File: src/rtl/spas_pkg.sv
// ----------------------------------------------------------------------------
// spas_pkg: shared types and constants
// Payload structures, opcodes, controller states, command/status types and a saturating add.
// ----------------------------------------------------------------------------
package spas_pkg;

   localparam int unsigned DefTableDepth = 64;
   localparam int unsigned CoefWidth     = 32;
   localparam int unsigned ExpWidth      = 16;

   typedef enum logic [1:0] {
      OP_LOAD   = 2'd0,
      OP_APPLY  = 2'd1,
      OP_FINISH = 2'd2,
      OP_NONE   = 2'd3
   } opcode_type;

   typedef struct packed {
      logic [1:0]                  opcode;
      logic signed [CoefWidth-1:0] coefficient;
      logic [ExpWidth-1:0]         exponent;
   } req_type;

   typedef struct packed {
      logic signed [CoefWidth-1:0] coefficient_out;
      logic [ExpWidth-1:0]         exponent_out;
      logic                        last_term;
      logic                        empty_result;
      logic                        table_overflow;
   } rsp_type;

   typedef enum logic [3:0] {
      ST_IDLE,
      ST_SEARCH,
      ST_SEARCH_WAIT,
      ST_UPDATE,
      ST_SORT_SCAN,
      ST_SORT_WAIT,
      ST_SORT_SWAP,
      ST_EMIT_READ,
      ST_EMIT_WAIT,
      ST_EMIT_CHECK,
      ST_EMIT_LAST,
      ST_EMIT_SEND
   } state_type;

   // Commands from the controller to the datapath.
   typedef struct packed {
      logic capture;     // latch the request
      logic append;      // append the latched term (negated in apply when subtract mode is set)
      logic idx_clear;   // index counter to zero
      logic idx_inc;     // index counter up by one
      logic read_idx;    // read entry at index
      logic read_pair;   // read entries at index and index+1
      logic update;      // write the merged sum or difference at index
      logic swap;        // swap index and index+1
      logic swapped_clr;
      logic hold_load;   // capture the read nonzero term as pending
      logic send;        // present pending term on output register
      logic send_empty;
      logic send_last;
      logic count_clear;
   } cmd_type;

   typedef struct packed {
      logic match;       // read exponent equals request exponent
      logic idx_end;     // index reached entry count
      logic pair_end;    // index+1 reached entry count
      logic out_of_order;
      logic swapped;
      logic nonzero;     // read coefficient is nonzero
      logic have_pending;
      logic rsp_busy;
   } status_type;

   function automatic logic signed [CoefWidth-1:0] sat_add(
      input logic signed [CoefWidth-1:0] a,
      input logic signed [CoefWidth-1:0] b,
      input logic                        sub);
      logic signed [CoefWidth:0] s;
      s = sub ? ({a[CoefWidth-1], a} - {b[CoefWidth-1], b})
              : ({a[CoefWidth-1], a} + {b[CoefWidth-1], b});
      if (s[CoefWidth] != s[CoefWidth-1])
         return s[CoefWidth] ? {1'b1, {(CoefWidth-1){1'b0}}}
                             : {1'b0, {(CoefWidth-1){1'b1}}};
      return s[CoefWidth-1:0];
   endfunction

endpackage

File: src/rtl/spas_controller.sv
// ----------------------------------------------------------------------------
// spas_controller: sequencing state machine
// Steps the datapath through load, search, bubble sort and emission of the table.
// ----------------------------------------------------------------------------
module spas_controller import spas_pkg::*; (
   input  logic       clock,
   input  logic       reset,
   input  logic       req_valid,
   output logic       req_stall,
   input  logic [1:0] req_opcode,
   input  status_type sts,
   output cmd_type    cmd
);

   state_type state_ff, state_in;

   always_ff @(posedge clock) begin
      if (reset) begin
         state_ff <= ST_IDLE;
      end else begin
         state_ff <= state_in;
      end
   end

   always_comb begin
      state_in  = state_ff;
      cmd       = '0;
      req_stall = 1'b1;
      unique case (state_ff)
         ST_IDLE: begin
            req_stall = 1'b0;
            if (req_valid) begin
               cmd.capture   = 1'b1;
               cmd.idx_clear = 1'b1;
               cmd.swapped_clr = 1'b1;
               case (req_opcode)
                  OP_LOAD:   state_in = ST_UPDATE;
                  OP_APPLY:  state_in = ST_SEARCH;
                  OP_FINISH: state_in = ST_SORT_SCAN;
                  default:   state_in = ST_IDLE;
               endcase
            end
         end
         ST_SEARCH: begin
            if (sts.idx_end) begin
               cmd.append = 1'b1;
               state_in   = ST_IDLE;
            end else begin
               cmd.read_idx = 1'b1;
               state_in     = ST_SEARCH_WAIT;
            end
         end
         ST_SEARCH_WAIT: begin
            if (sts.match) begin
               cmd.update = 1'b1;
               state_in   = ST_IDLE;
            end else begin
               cmd.idx_inc = 1'b1;
               state_in    = ST_SEARCH;
            end
         end
         ST_UPDATE: begin
            cmd.append = 1'b1;
            state_in   = ST_IDLE;
         end
         ST_SORT_SCAN: begin
            if (sts.pair_end || sts.idx_end) begin
               cmd.idx_clear = 1'b1;
               if (sts.swapped) begin
                  cmd.swapped_clr = 1'b1;
               end else begin
                  state_in = ST_EMIT_READ;
               end
            end else begin
               cmd.read_pair = 1'b1;
               state_in      = ST_SORT_WAIT;
            end
         end
         ST_SORT_WAIT: begin
            if (sts.out_of_order) begin
               state_in = ST_SORT_SWAP;
            end else begin
               cmd.idx_inc = 1'b1;
               state_in    = ST_SORT_SCAN;
            end
         end
         ST_SORT_SWAP: begin
            cmd.swap    = 1'b1;
            cmd.idx_inc = 1'b1;
            state_in    = ST_SORT_SCAN;
         end
         ST_EMIT_READ: begin
            if (sts.idx_end) begin
               state_in = ST_EMIT_LAST;
            end else begin
               cmd.read_idx = 1'b1;
               state_in     = ST_EMIT_WAIT;
            end
         end
         ST_EMIT_WAIT: begin
            state_in = ST_EMIT_CHECK;
         end
         ST_EMIT_CHECK: begin
            if (!sts.nonzero) begin
               cmd.idx_inc = 1'b1;
               state_in    = ST_EMIT_READ;
            end else if (!sts.have_pending) begin
               cmd.hold_load = 1'b1;
               cmd.idx_inc   = 1'b1;
               state_in      = ST_EMIT_READ;
            end else if (!sts.rsp_busy) begin
               cmd.send      = 1'b1;
               cmd.hold_load = 1'b1;
               cmd.idx_inc   = 1'b1;
               state_in      = ST_EMIT_READ;
            end
         end
         ST_EMIT_LAST: begin
            if (!sts.rsp_busy) begin
               if (sts.have_pending) begin
                  cmd.send      = 1'b1;
                  cmd.send_last = 1'b1;
               end else begin
                  cmd.send_empty = 1'b1;
               end
               cmd.count_clear = 1'b1;
               state_in        = ST_IDLE;
            end
         end
         default: begin
            state_in = ST_IDLE;
         end
      endcase
   end

endmodule
File: config.mk
export PLATFORM = sky130hd
export DESIGN_NAME = spas_controller
export DESIGN_NICKNAME = d
export VERILOG_FILES = /design/src/rtl/spas_pkg.sv /design/src/rtl/spas_controller.sv
export SDC_FILE = /design/constraint.sdc
export NUM_CORES = 1
export LEC_CHECK = 0
export BUFFER_PORTS_ARGS = -buffer_cell sky130_fd_sc_hd__buf_2
export CAP_MARGIN = 20
export CORE_AREA = 2 2 39 41
export CTS_BUF_LIST = sky130_fd_sc_hd__clkbuf_16
export CTS_CLUSTER_SIZE = 24
export DETAILED_ROUTE_END_ITERATION = 8
export DIE_AREA = 0 0 41 43
export PLACE_DENSITY = 0.76
export SYNTH_ARGS = -nofsm -noshare
export SYNTH_HDL_FRONTEND = slang
export SYNTH_SLANG_ARGS = --single-unit
File: constraint.sdc
create_clock -name clock -period 3.83 [get_ports clock]
set_input_delay 0.5745 -clock clock [delete_from_list [all_inputs] [get_ports clock]]
set_output_delay 0.5745 -clock clock [all_outputs]
set_load 0.05 [all_outputs]
==> impl_metrics.py <==
metrics = {
    "timing": {
        "fin_tns_setup_ps": 0,
        "slew_headroom_pct": 58.3,
        "setup_viol": 0,
        "skew_ps": 1.01,
        "grt_setup_unrepaired": "false",
        "fin_crit_ps": 2380,
        "fmax_mhz": 420,
        "fin_crit_sh_pct": 62.1,
        "worst_pin_slew_ps": 625,
        "slew_viol_final": 0,
        "final_hold_viol_count": 0,
    },
    "synth": {
        "syn_area_sq_um": 582,
        "synth_cells": 76,
        "synthesis.nets": 89,
        "ys_seq_area_share_pct": 13.8,
        "synth_async_sr_flop_share_pct": 0,
        "dominantRegCellSynth": "dfxtp_1",
        "yosys_warnings": 0,
        "synth_edf_count": 0,
        "avgSynthCellArea_sq_um": 7.66,
        "ys_ff_latch": 4,
        "ys_types": 40,
    },
    "layout": {
        "final_common_cell": "buf_2",
        "largest-register": "state_ff",
        "largest_reg_flops": 4,
        "drive_gt1_share_pct": 38.6,
        "fin_area_sq_um": 763,
        "diodes": 0,
        "largestRegisters": "state_ff x4",
        "layout_common_cells": "27 x buf_2, 7 x nand2_1, 6 x nor2_1",
        "area.growth.synth_to_final_pct": 31.2,
        "final_nets": 116,
    },
    "clocking": {
        "tritoncts": "yes",
        "post_cts_resize_count": 0,
        "clk_pin_slew_worst_paths_ps": 30,
        "htree_levels": 1,
        "cts_setup_buffers": 0,
        "clock-sinks": 4,
        "clkLatencyLatePin_ps": 220,
        "clk_path_buf_depth": 2,
        "cts_root_buffer": "clkbuf_16",
        "ctsHoldBuffers": 0,
        "numCtsBuffers": 3,
    },
    "setup_path": {
        "r2r-end": "state_ff[0]",
        "crit_path_start": "state_ff[2]",
        "critPathRequiredTime_ps": 3260,
        "endpoint": "cmd[5]",
        "ff2ff_setup_slack_ps": 2140,
        "timing.rr.start": "state_ff[1]",
        "cp-end-kind": "output pin",
        "path_class": "reg -> out",
        "crit_arrival_ps": 1810,
        "setup.worst_path.start_class": "flop",
        "worstRegToRegCells": 4,
        "cp_max_fo": 17,
    },
    "floorplan": {
        "ios": 28,
        "chipWidth_microns": 41,
        "initial_core_util_pct": 42.0,
        "die_area_sq_mm": 0.00176,
        "die_h_microns": 43,
        "coreArea_sq_mm": 0.00138,
        "placementRows": 14,
    },
    "routing": {
        "drt_pass1_iterations": 4,
        "wl_per_cell_microns": 14.4,
        "ant_nets": 0,
        "drcViolationCount": 0,
        "num_vias": 709,
        "first_iter_violations": 28,
        "wirelength_microns": 1680,
        "via_per_inst": 6.06,
    },
    "global_route": {
        "grt-ovfl-total": 0,
        "grt_usage_pct": 20.8,
        "grt_pass1_vias": 585,
        "grt_first_pass_wirelength_microns": 2590,
        "antenna_found_initial": 0,
        "grt_start_max_net_pins": 19,
    },
    "pwr": {
        "leakage_nw": 0.362,
        "peakVddDrop_mv": 0.283,
        "p_total_uw": 350,
        "p_per_area_mw_per_mm2": 459,
    },
    "placement": {
        "port_buffers": 27,
        "dpl.hpwl_microns": 1180,
        "placed_cell_area_sq_um": 688,
        "gp_congestion": 0.875,
    },
    "outcome": {
        "outcome": "completed",
    },
    "hold_path": {
        "hold_depth": 2,
        "min_path_type": "in -> reg",
    },
    "flow_run": {
        "drv_cap": 0,
    },
}
-- logic make-up after synthesis --
group                  share of synthesized area [%]
AO/OA/AOI/OAI                                   27.5
buffers and inverters                           11.0
multiplexers                                    1.94
AND/OR/NAND/NOR                                 45.8
flip-flops                                      13.8
-- power breakdown --
part           leakage [nW]  switching [mW]  internal [mW]  total (mW)
Sequential           0.0326          0.0158         0.0455      0.0613
Clock                0.0370          0.0311          0.134       0.165
Combinational         0.293          0.0847         0.0393       0.124
-- final cells by class --
class	instances	area [sq um]
Sequential cell	4	80.1
Tap cell	16	20.0
Inverter	4	15.0
Timing Repair Buffer	27	135
Fill cell	137	621
Clock buffer	3	75.1
Multi-Input combinational cell	63	438
-- routing by layer --
| layer | GRT usage [%] | share of wire [%] |
|---|---|---|
| met1 | 26.7 | 37 |
| met2 | 32.5 | 53 |
| met3 | 4.19 | 8.0 |
| met4 | 8.00 | 1.8 |
| met5 | 0 | 0 |
-- worst max-delay path, stage by stage, from the launching register on --
cell      delay (ps)
dfxtp_1          630
nor4b_4          330
o211ai_1         240
nand2_1          120
buf_2            260
-- cells in the mapped netlist (all sizes together) (3+ instances only) --
master,count,area share (%)
nor2,6,3.9
nor4,3,4.3
and3,4,4.3
o21ai,3,2.6
buf,5,8.4
nor4b,3,8.2
nor3,3,2.6
a21oi,5,4.9
nand2b,4,4.3
inv,4,2.6
dfxtp,4,14
nand2,8,5.6
-- worst min-delay path by stage --
stage | start | end | slack, ps
after global placement | state_ff[2] | state_ff[3] | 730
final | reset | state_ff[3] | 580
after floorplan | reset | state_ff[3] | 640
after CTS | reset | state_ff[0] | 570
after detailed placement | state_ff[2] | state_ff[3] | 730
after global routing | reset | state_ff[0] | 580
-- stage by stage --
step                hold slack, ps  worst slack (ps)  util (%)  instances
global placement               732              1750      49.7        114
CTS                            570              1460      55.2        117
floorplan                      637               835         -         76
detailed placement             729              1710      49.7        114
global route                   582              1220      55.2        117
finish                         577              1450      55.2        117
Note: power is estimated with default switching activity, not from simulation.
